**src/rtl/fcrp_pkg.sv**
```systemverilog
// Shared types, constants and column lookup for the fixed-column record parser.
// Used by fixed_column_record_parser_top; depends on nothing else.
`timescale 1ns / 1ps

package fcrp_pkg;

  localparam int unsigned ByteW      = 8;
  localparam int unsigned FieldCount = 7;
  localparam int unsigned FieldIdxW  = 3;
  localparam int unsigned ColW       = 5;
  localparam int unsigned MagW       = 17;
  localparam int unsigned WideW      = 18;
  localparam int unsigned DigitW     = 4;
  localparam int unsigned OutDataW   = 88;

  localparam logic [ColW-1:0] KeptColumns = 5'd29;

  localparam logic [ByteW-1:0] ChNewline = 8'h0A;
  localparam logic [ByteW-1:0] ChReturn  = 8'h0D;
  localparam logic [ByteW-1:0] ChSpace   = 8'h20;
  localparam logic [ByteW-1:0] ChTab     = 8'h09;
  localparam logic [ByteW-1:0] ChVtab    = 8'h0B;
  localparam logic [ByteW-1:0] ChFeed    = 8'h0C;
  localparam logic [ByteW-1:0] ChPlus    = 8'h2B;
  localparam logic [ByteW-1:0] ChMinus   = 8'h2D;
  localparam logic [ByteW-1:0] ChZero    = 8'h30;
  localparam logic [ByteW-1:0] ChNine    = 8'h39;

  // First column and one-past-last column of each field
  localparam logic [ColW-1:0] ColFirst [FieldCount] = '{5'd0, 5'd2, 5'd4, 5'd10,
                                                        5'd16, 5'd22, 5'd28};
  localparam logic [ColW-1:0] ColLimit [FieldCount] = '{5'd1, 5'd3, 5'd9, 5'd15,
                                                        5'd21, 5'd27, 5'd29};

  typedef enum logic [1:0] {
    PH_LEAD   = 2'd0,
    PH_DIGITS = 2'd1,
    PH_DONE   = 2'd2
  } phase_e;

  typedef struct packed {
    logic                 hit;
    logic [FieldIdxW-1:0] idx;
  } field_sel_t;

  // Map a column position to the field that owns it, if any
  function automatic field_sel_t field_of_col(input logic [ColW-1:0] col);
    field_sel_t sel;
    sel = '0;
    for (int f = 0; f < FieldCount; f++) begin
      if (col >= ColFirst[f] && col < ColLimit[f]) begin
        sel.hit = 1'b1;
        sel.idx = FieldIdxW'(f);
      end
    end
    return sel;
  endfunction

  function automatic logic is_blank(input logic [ByteW-1:0] c);
    return (c == ChSpace) || (c == ChTab) || (c == ChVtab) || (c == ChFeed);
  endfunction

endpackage

```
**src/rtl/fixed_column_record_parser_top.sv**
```systemverilog
// Fixed-column record parser: decodes an ASCII record line byte by byte.
// Depends on fcrp_pkg for constants, the phase type and the column lookup.
`timescale 1ns / 1ps
//
//  channel   direction  tdata fields (low bit first)                      tuser/tlast
//  s_axis    in         rx_byte[7:0]                                      none
//  m_axis    out        7 decoded fields, 84 bits, zero-padded to 88      none
//
//  One byte per cycle sustained: a byte lands in an input register, then it
//  updates the owning field's decoder and, on newline, loads the result
//  register. Reset (rst_ni low, asynchronous) clears the column count, all
//  field decoders and both valid flags. A stalled result blocks only newline
//  bytes; other bytes keep flowing while a result waits to be taken.

module fixed_column_record_parser_top (
  input  logic        clk_i,
  input  logic        rst_ni,
  input  logic        s_axis_tvalid_i,
  output logic        s_axis_tready_o,
  input  logic [7:0]  s_axis_tdata_i,   // [7:0] rx_byte
  output logic        m_axis_tvalid_o,
  input  logic        m_axis_tready_i,
  // [3:0] left_line_sensor, [7:4] right_line_sensor, [25:8] left_range_first,
  // [43:26] left_range_second, [61:44] right_range_first,
  // [79:62] right_range_second, [83:80] mode_digit, [87:84] zero
  output logic [87:0] m_axis_tdata_o
);

  localparam int unsigned N = fcrp_pkg::FieldCount;

  // Input register
  logic                         in_valid_q;
  logic [fcrp_pkg::ByteW-1:0]   in_byte_q;

  // Line state
  logic [fcrp_pkg::ColW-1:0]    col_q, col_d;
  logic [fcrp_pkg::MagW-1:0]    mag_q [N];
  logic [fcrp_pkg::MagW-1:0]    mag_d [N];
  fcrp_pkg::phase_e             phase_q [N];
  fcrp_pkg::phase_e             phase_d [N];
  logic                         neg_q [N];
  logic                         neg_d [N];

  // Result register
  logic                         out_valid_q;
  logic [fcrp_pkg::OutDataW-1:0] out_data_q, out_data_d;

  logic is_nl, is_cr, proc_go, take_col;
  fcrp_pkg::field_sel_t         sel;
  logic                         is_digit;
  logic [fcrp_pkg::MagW-1:0]    cur_mag, upd_mag;
  fcrp_pkg::phase_e             cur_phase, upd_phase;
  logic                         cur_neg, upd_neg;
  logic [fcrp_pkg::MagW+3:0]    mag_x10;
  logic [fcrp_pkg::WideW-1:0]   fval [N];

  assign is_nl = (in_byte_q == fcrp_pkg::ChNewline);
  assign is_cr = (in_byte_q == fcrp_pkg::ChReturn);

  // Newline needs a free result slot; everything else always retires
  assign proc_go  = in_valid_q && (!is_nl || !out_valid_q || m_axis_tready_i);
  assign s_axis_tready_o = !in_valid_q || proc_go;

  assign take_col = !is_nl && !is_cr && (col_q < fcrp_pkg::KeptColumns);
  assign sel      = fcrp_pkg::field_of_col(col_q);
  assign is_digit = (in_byte_q >= fcrp_pkg::ChZero) && (in_byte_q <= fcrp_pkg::ChNine);

  assign cur_mag   = mag_q[sel.idx];
  assign cur_phase = phase_q[sel.idx];
  assign cur_neg   = neg_q[sel.idx];
  assign mag_x10   = {1'b0, cur_mag, 3'b000} + {3'b000, cur_mag, 1'b0}
                   + {{(fcrp_pkg::MagW){1'b0}}, in_byte_q[3:0]};

  // Shared atol step for the field that owns the current column
  always_comb begin
    upd_mag   = cur_mag;
    upd_phase = cur_phase;
    upd_neg   = cur_neg;
    case (cur_phase)
      fcrp_pkg::PH_LEAD: begin
        if (fcrp_pkg::is_blank(in_byte_q)) begin
          upd_phase = fcrp_pkg::PH_LEAD;
        end else if (in_byte_q == fcrp_pkg::ChPlus) begin
          upd_phase = fcrp_pkg::PH_DIGITS;
        end else if (in_byte_q == fcrp_pkg::ChMinus) begin
          upd_phase = fcrp_pkg::PH_DIGITS;
          upd_neg   = 1'b1;
        end else if (is_digit) begin
          upd_phase = fcrp_pkg::PH_DIGITS;
          upd_mag   = {{(fcrp_pkg::MagW-4){1'b0}}, in_byte_q[3:0]};
        end else begin
          upd_phase = fcrp_pkg::PH_DONE;
        end
      end
      fcrp_pkg::PH_DIGITS: begin
        if (is_digit) begin
          upd_mag = mag_x10[fcrp_pkg::MagW-1:0];
        end else begin
          upd_phase = fcrp_pkg::PH_DONE;
        end
      end
      default: begin
        upd_phase = cur_phase;
      end
    endcase
  end

  always_comb begin
    col_d = col_q;
    for (int f = 0; f < N; f++) begin
      mag_d[f]   = mag_q[f];
      phase_d[f] = phase_q[f];
      neg_d[f]   = neg_q[f];
    end
    if (proc_go) begin
      if (is_nl) begin
        col_d = '0;
        for (int f = 0; f < N; f++) begin
          mag_d[f]   = '0;
          phase_d[f] = fcrp_pkg::PH_LEAD;
          neg_d[f]   = 1'b0;
        end
      end else if (take_col) begin
        col_d = col_q + fcrp_pkg::ColW'(1);
        for (int f = 0; f < N; f++) begin
          if (sel.hit && (sel.idx == fcrp_pkg::FieldIdxW'(f))) begin
            mag_d[f]   = upd_mag;
            phase_d[f] = upd_phase;
            neg_d[f]   = upd_neg;
          end
        end
      end
    end
  end

  // Apply sign, then pack the result fields
  always_comb begin
    for (int f = 0; f < N; f++) begin
      fval[f] = neg_q[f] ? (fcrp_pkg::WideW'(0) - {1'b0, mag_q[f]}) : {1'b0, mag_q[f]};
    end
    out_data_d = {4'b0000, fval[6][3:0], fval[5], fval[4], fval[3], fval[2],
                  fval[1][3:0], fval[0][3:0]};
  end

  always_ff @(posedge clk_i or negedge rst_ni) begin
    if (!rst_ni) begin
      in_valid_q  <= 1'b0;
      out_valid_q <= 1'b0;
      col_q       <= '0;
      for (int f = 0; f < N; f++) begin
        mag_q[f]   <= '0;
        phase_q[f] <= fcrp_pkg::PH_LEAD;
        neg_q[f]   <= 1'b0;
      end
    end else begin
      if (s_axis_tready_o) begin
        in_valid_q <= s_axis_tvalid_i;
      end
      if (proc_go && is_nl) begin
        out_valid_q <= 1'b1;
      end else if (m_axis_tready_i) begin
        out_valid_q <= 1'b0;
      end
      col_q <= col_d;
      for (int f = 0; f < N; f++) begin
        mag_q[f]   <= mag_d[f];
        phase_q[f] <= phase_d[f];
        neg_q[f]   <= neg_d[f];
      end
    end
  end

  // Payload registers: hold unless a new transaction is loaded
  always_ff @(posedge clk_i) begin
    if (s_axis_tready_o && s_axis_tvalid_i) begin
      in_byte_q <= s_axis_tdata_i;
    end
    if (proc_go && is_nl) begin
      out_data_q <= out_data_d;
    end
  end

  assign m_axis_tvalid_o = out_valid_q;
  assign m_axis_tdata_o  = out_data_q;

endmodule

```
**config.mk**
```make
export PLATFORM = sky130hd
export DESIGN_NAME = fixed_column_record_parser_top
export DESIGN_NICKNAME = d
export VERILOG_FILES = /design/src/rtl/fcrp_pkg.sv /design/src/rtl/fixed_column_record_parser_top.sv
export SDC_FILE = /design/constraint.sdc
export NUM_CORES = 1
export LEC_CHECK = 0
export ABC_CLOCK_PERIOD_IN_PS = 5000
export BUFFER_PORTS_ARGS = -buffer_cell sky130_fd_sc_hd__buf_4
export CORE_MARGIN = 3
export CORE_UTILIZATION = 45
export DETAILED_ROUTE_END_ITERATION = 10
export HOLD_SLACK_MARGIN = 0.05
export PLACE_DENSITY_LB_ADDON = 0.15
export SLEW_MARGIN = 20
export SYNTH_ARGS = -nofsm -noshare
export SYNTH_HDL_FRONTEND = slang
export SYNTH_SLANG_ARGS = --single-unit
```
**constraint.sdc**
```tcl
create_clock -name clk_i -period 5 [get_ports clk_i]
set_input_delay 0.25 -clock clk_i [delete_from_list [all_inputs] [get_ports clk_i]]
set_output_delay 0.25 -clock clk_i [all_outputs]
set_load 0.03 [all_outputs]
```
==> metrics.txt, run 1 <==
initial antenna violation count=0; Met2 Wirelength=between 15000 and 20000 um; Final period util=0.962; max-slew violations=0; RR Endpoint=mag_q[30]$_DFFE_PN0P_; Clock Pin Slew Worst Setup and Hold Paths=approximately 0.06 ns; IO Count=between 100 and 150; ys flop type=dfrtp_1; TritonCTS Buffers=26; Final min period=4.81 ns; Overall Global Routing Usage=0.227; CP peak stage delay=between 0.4 and 0.5 ns; met3 WL=approximately 1700 um; number of global-route vias before repair=9291; most frequent cells in the layout=163 x buf_4, 144 x dfrtp_1, 122 x mux2_2, 96 x nand2_1, 92 x edfxtp_1; FF-to-FF Start=col_q[4]$_DFFE_PN0P_; Worst-Margin Slew=about 0.96 ns; Setup violations, final=0; number of synthesized flops with an enable pin=between 90 and 100; pin count of the biggest net entering global routing=~100; R2R depth=19; slack of the worst reg-to-reg path=0.19 ns; post-DP HPWL=around 25000 um; # diodes=0; worst path cell trace=and2b_1 > o211a_1 > o311a_4 > buf_8 > mux2i_1 > o22ai_1 > mux2_4 > inv_1 > fa_1 > inv_2 > ha_1 > a21o_1 > a21o_1 > a21oi_2 > a21oi_2 > o41ai_2 > xor2_1 > a311oi_4 > mux2_2; area leader, netlist=dfrtp_1; fin nets=between 1k and 1.5k; core area=27900 um^2; starting density of the core=0.460; slew margin rel.=0.363; Longest Clk Path Bufs=3; Synth area leaders=dfrtp_1 29%, edfxtp_1 21%, mux2_2 11%; Hold WC Path Type=input port to async pin; Metal-1 WL=roughly 16000 um; CTS tree=built; # DRC=0; crit path DAT=5.23 ns; Crit Path Max Fanout=13; # port buffers=97; Seq/Total Area, Yosys=0.501; DR pass1 iterations=5; total grt overflow=0; P&R area growth vs syn=20.1%; H-Tree Depth=1; first-pass GRT wire length=roughly 55000 um; non-filler cells, final=1668; critical path launch point type=register; clk sinks=239; maxcap violations=0; vias per cell=about 5.6; dpl cells=between 1.5k and 2k; CP delay by family, top=compound AO/OA/AOI/OAI gates; FF+latch count, synth=roughly 240; top routing layer in use=met4; die area=30600 um^2; clock root cell=clkbuf_16; Cell variety after synth=74; share of layout cells above drive strength 1=0.298; Rows=a little over 60; Post-synth ARST share=0.615; Die Wd=175 um; kind of critical path=register to register; CP max stage cell=dfrtp_2; Max Freq=between 0.2 and 0.25 GHz; Final Wtd Congestion=approximately 0.89; clk_skew=0.0107 ns; Fin Setup TNS=0 ns; final-report hold violation count=0; DR vias=roughly 9.4k; drt initial violations=~760; crit path buf inv count=3; Crit. End Element=register; Final ANT Viol Nets=0; Clock Latency Late Sink=0.54 ns; area share of the largest cell type after synthesis=0.286; Synth warnings=0; status=finished, final reports clean; die height=roughly 180 um; Synth Instances=1122; Avg Cell Area, Syn=around 11 um^2; cell area after synthesis=approximately 13000 um^2; CP required=around 5.4 ns; commonest non-fill, non-tap cell in the layout=buf_4; Routed WL=around 34000 um; WL/cell=about 21 um
==> flip-flops by register name, indices dropped and copies added (netlist names) <==
| register | flops |
|---|---|
| m_axis_tvalid_o | 1 |
| in_valid_q | 1 |
| col_q | 5 |
| m_axis_tdata_o | 84 |
| phase_q | 14 |
| neg_q | 7 |
| mag_q | 119 |
| in_byte_q | 8 |
==> cells by family after synthesis <==
| logic type | after synthesis | synth area share |
|---|---|---|
| AO/OA/AOI/OAI | 259 | 0.144 |
| AND/OR/NAND/NOR | 253 | 0.0943 |
| flip-flops | 239 | 0.501 |
| multiplexers | 151 | 0.131 |
| buffers and inverters | 96 | 0.0329 |
| XOR/XNOR | 84 | 0.0572 |
| adder cells (fa/ha/maj) | 39 | 0.0391 |
| other | 1 | 0.000292 |
==> per-stage QoR <==
| step | instance area [um^2] | hold WS [ns] | setup WS (ns) | util |
|---|---|---|---|---|
| floorplan | 12900 | -0.0456 | 0.00685 | - |
| global placement | 14300 | 0.414 | 0.0352 | 0.514 |
| detailed placement | 14300 | 0.429 | -0.105 | 0.514 |
| CTS | 15300 | 0.411 | -0.000167 | 0.549 |
| global route | 15400 | 0.432 | -0.00262 | 0.552 |
| finish | 15400 | 0.383 | 0.189 | 0.552 |
==> worst max path at each step <==
stage,startpoint,end,slack [ns],depth (start not counted)
2_1_floorplan,col_q[0]$_DFFE_PN0P_,mag_q[65]$_DFFE_PN0P_,0.007,24
3_3_place_gp,col_q[4]$_DFFE_PN0P_,mag_q[47]$_DFFE_PN0P_,0.04,19
3_5_place_dp,col_q[4]$_DFFE_PN0P_,mag_q[30]$_DFFE_PN0P_,-0.11,19
4_1_cts,col_q[0]$_DFFE_PN0P_,mag_q[11]$_DFFE_PN0P_,-0.0002,21
5_1_grt,col_q[0]$_DFFE_PN0P_,mag_q[98]$_DFFE_PN0P_,-0.003,21
6_report,col_q[4]$_DFFE_PN0P_,mag_q[30]$_DFFE_PN0P_,0.19,19
==> layer usage <==
metal  vias up  global-route usage
li1       4444                   -
met1      4592               0.319
met2       261               0.359
met3        70              0.0350
met4         0              0.0808
met5         -                   0
==> cell usage after synthesis, types with 17 or more instances <==
cell type,number
edfxtp_1,92
dfrtp_1,147
a21oi_1,36
mux2_2,131
ha_1,37
nand3_1,20
o21ai_0,69
nand2b_1,18
o31ai_1,33
mux2i_1,19
nor2_1,47
inv_1,32
xnor2_1,74
o22ai_1,21
or3_1,17
nand2_1,96
clkbuf_1,34
==> what timing repair did <==
| action | CTS | global route |
|---|---|---|
| pin swaps | 2 | 10 |
| endpoints found under the hold margin | 106 | 0 |
| buffers inserted | 0 | 5 |
| setup endpoints to repair | 35 | 54 |
| gates resized for setup | 6 | 21 |
| hold buffers | 11 | 0 |
==> area by class of cell <==
| cell class | count | area, um^2 |
|---|---|---|
| fill | 2472 | 12500 |
| sequential | 239 | 6440 |
| multi-input combinational | 790 | 6170 |
| timing repair buffer | 178 | 1390 |
| clock buffer | 40 | 723 |
| tap | 378 | 473 |
| inverter | 35 | 133 |
| clock inverter | 8 | 103 |
Power of run 1 is not shown: default switching activity piles up to over one toggle a cycle in this logic, so the estimate is an artifact.
==> inputs of run 2 (changes only) <==
--- a/config.mk
+++ b/config.mk
@@ -5,6 +5,7 @@
 export SDC_FILE = /design/constraint.sdc
 export NUM_CORES = 1
 export LEC_CHECK = 0
+export ABC_AREA = 1
 export ABC_CLOCK_PERIOD_IN_PS = 5000
 export BUFFER_PORTS_ARGS = -buffer_cell sky130_fd_sc_hd__buf_4
 export CORE_MARGIN = 3
==> metrics.txt, run 2 <==
clk_skew=0.0234 ns (was 0.0107 ns); clk sinks=239 (unchanged); most numerous cell in the Yosys netlist=nand2_1 (was dfrtp_1); worst path cell trace=inv_2 > ha_1 > nor2_1 > nor2_2 > nand2_2 > nand3_4 > buf_12 > nor2_4 > buf_4 > buf_4 > a21oi_1 > o21ai_0 > nand2_1 > ha_1 > ha_1 > a21o_1 > a31oi_1 > nand3_1 > o21ai_0 > nand3_1 > nand3_1 > nand2_1 (was and2b_1 > o211a_1 > o311a_4 > buf_8 > mux2i_1 > o22ai_1 > mux2_4 > inv_1 > fa_1 > inv_2 > ha_1 > a21o_1 > a21o_1 > a21oi_2 > a21oi_2 > o41ai_2 > xor2_1 > a311oi_4 > mux2_2); CTS tree=built (unchanged); area leader, netlist=dfrtp_1 (unchanged); slack of the worst reg-to-reg path=0.28 ns (was 0.19 ns); Largest register FFs=119 (unchanged); slew margin rel.=0.377 (was 0.363); # diodes=0 (unchanged); number of global-route vias before repair=10.8k (was 9291); initial antenna violation count=0 (unchanged); max-slew violations=0 (unchanged); Worst-Margin Slew=0.932 ns (was 0.956 ns); Final Wtd Congestion=0.993 (was 0.886); core area=28800 um^2 (was 27900 um^2); commonest non-fill, non-tap cell in the layout=nand2_1 (was buf_4); Final period util=0.945 (was 0.962); FILL cells=2659 (was 2472); # port buffers=97 (unchanged); most frequent cells in the layout=459 x nand2_1, 151 x nand3_1, 145 x dfrtp_1, 129 x buf_4, 124 x inv_1 (was 163 x buf_4, 144 x dfrtp_1, 122 x mux2_2, 96 x nand2_1, 92 x edfxtp_1); Clock Pin Slew Worst Setup and Hold Paths=0.06 ns (about the same); Setup violations, final=0 (unchanged); DR vias=11.4k (was 9367); die area=31400 um^2 (was 30600 um^2); cell area after synthesis=13200 um^2 (was 12900 um^2); critical path launch point type=register (unchanged); maxcap violations=0 (unchanged); ys flop type=dfrtp_1 (unchanged); Hold WC Path Type=input port to async pin (unchanged); Final ANT Viol Nets=0 (unchanged); largest reg by FF count=mag_q (unchanged); Seq/Total Area, Yosys=0.488 (was 0.501); clock root cell=clkbuf_16 (unchanged); drt initial violations=1119 (was 758); CP peak stage delay=0.42 ns (was 0.48 ns); H-Tree Depth=1 (unchanged); Clock Latency Late Sink=0.55 ns (was 0.54 ns); post-DP HPWL=29800 um (was 25100 um); share of layout cells above drive strength 1=0.157 (was 0.298); RR Endpoint=mag_q[14]$_DFFE_PN0P_ (was mag_q[30]$_DFFE_PN0P_); R2R depth=22 (was 19); Longest Clk Path Bufs=3 (unchanged); pin count of the biggest net entering global routing=63 (was 98); CP delay by family, top=simple AND/OR/NAND/NOR gates (was compound AO/OA/AOI/OAI gates); crit path buf inv count=4 (was 3); CP required=5.43 ns (was 5.42 ns); fin nets=1726 (was 1321); vias per cell=5.50 (was 5.62); Post-synth ARST share=0.615 (unchanged); status=finished, final reports clean (unchanged); total grt overflow=0 (unchanged); Synth Instances=1555 (was 1122); Final min period=4.72 ns (was 4.81 ns); starting density of the core=0.459 (was 0.460); Overall Global Routing Usage=0.265 (was 0.227); WL/cell=19.9 um (was 20.7 um); TritonCTS Buffers=27 (was 26); kind of critical path=register to register (unchanged); Crit. End Element=register (unchanged); P&R area growth vs syn=17.4% (was 20.1%); Cell variety after synth=57 (was 74); crit path DAT=5.15 ns (was 5.23 ns); number of synthesized flops with an enable pin=92 (unchanged); Synth area leaders=dfrtp_1 28%, edfxtp_1 21%, nand2_1 13% (was dfrtp_1 29%, edfxtp_1 21%, mux2_2 11%); FF+latch count, synth=239 (unchanged); first-pass GRT wire length=64000 um (was 54500 um); IO Count=102 (unchanged); # DRC=0 (unchanged); final-report hold violation count=0 (unchanged); Avg Cell Area, Syn=8.49 um^2 (was 11.5 um^2); Crit Path Max Fanout=7 (was 13); Fin Setup TNS=0 ns (unchanged); Rows=62 (was 61); CP max stage cell=dfrtp_2 (unchanged); Synth warnings=0 (unchanged); Die Wd=177 um (was 175 um); Post-synth top cells=461 x nand2_1, 152 x nand3_1, 147 x dfrtp_1, 125 x inv_1, 92 x edfxtp_1 (was 147 x dfrtp_1, 131 x mux2_2, 96 x nand2_1, 92 x edfxtp_1, 74 x xnor2_1); DR pass1 iterations=5 (unchanged); die height=177 um (was 175 um); Routed WL=41300 um (was 34500 um); area share of the largest cell type after synthesis=0.279 (was 0.286); Max Freq=0.212 GHz (was 0.208 GHz); FF-to-FF Start=col_q[0]$_DFFE_PN0P_ (was col_q[4]$_DFFE_PN0P_)
## run 2: cell count changes in the layout (fill, tap and decap cells not counted), moves of 17 or more
cell,change
buf_4,-34
inv_1,+94
mux2_2,-122
mux2i_1,-19
nand2_1,+363
nand2b_1,-18
nand3_1,+131
nand4_1,+17
nor2_1,+40
o31ai_1,-23
or3_1,-17
xnor2_1,-63
xor2_1,+48
## run 2: stage by stage
stage / area (um^2) / utilization / setup WS, ns / hold WS (ns) / instances
finish: 15500 / 0.538 / 0.276 / 0.187 / 2080
global route: 15500 / 0.538 / -0.0106 / 0.229 / 2080
CTS: 15300 / 0.530 / 0.0814 / 0.197 / 2070
detailed placement: 14300 / 0.498 / 0.110 / 0.186 / 2009
global placement: 14300 / 0.498 / 0.181 / 0.186 / 2009
floorplan: 13200 / - / 0.962 / -0.0456 / 1558
## run 2: cell families (layout without fill, tap and decap cells)
logic type	Yosys count	count (layout)	share of synthesized area
and+or+nand+nor	802	802	0.268
AOI/OAI and AO/OA	205	205	0.0955
DFF	239	239	0.488
adders and majority gates	39	39	0.0381
xor gates and xnor gates	68	68	0.0451
other	1	4	0.000284
buffers and inverters	201	339	0.0647
## run 2: timing repair
item	4_1_cts	5_1_grt
hold endpoints to repair	50	0
buffers inserted	0	10
setup endpoints to repair	0	64
hold buffers	11	0
resized for setup	0	28
## run 2: worst register-to-register path, delay by kind of cell, from the launching register on
kind | cells | cell delay [ns]
fa+ha+maj | 3 | 0.94
compound gates | 5 | 0.86
buf+inv | 4 | 0.53
flops | 1 | 0.42
simple gates | 10 | 1.84
## run 2: area by class of cell
type	count	area (um^2)	area share
Clock buffer	41	748	0.0483
Clock inverter	9	73.8	0.00476
Inverter	144	558	0.0360
Multi-Input combinational cell	1118	6020	0.388
Sequential cell	239	6440	0.416
Tap cell	384	480	0.0310
Timing Repair Buffer	145	1170	0.0755
## run 2: how the worst max path moves through the flow
stage	start	to	cells past startpoint
6_report	col_q[0]$_DFFE_PN0P_	mag_q[14]$_DFFE_PN0P_	22
5_1_grt	col_q[0]$_DFFE_PN0P_	mag_q[32]$_DFFE_PN0P_	29
4_1_cts	col_q[0]$_DFFE_PN0P_	mag_q[29]$_DFFE_PN0P_	25
3_5_place_dp	col_q[0]$_DFFE_PN0P_	mag_q[29]$_DFFE_PN0P_	25
3_3_place_gp	col_q[0]$_DFFE_PN0P_	mag_q[29]$_DFFE_PN0P_	26
2_1_floorplan	col_q[0]$_DFFE_PN0P_	mag_q[12]$_DFFE_PN0P_	26
## run 2: per-layer routing
layer | wire (um) | global-route usage | up-vias | share of wire
met5 | 0 | 0 | - | 0
met4 | 1560 | 0.0926 | 0 | 0.038
met3 | 3820 | 0.0472 | 80 | 0.092
met2 | 18500 | 0.409 | 538 | 0.45
met1 | 17500 | 0.376 | 5391 | 0.42
li1 | - | - | 5423 | -
Power of run 2 is left out for the same reason.
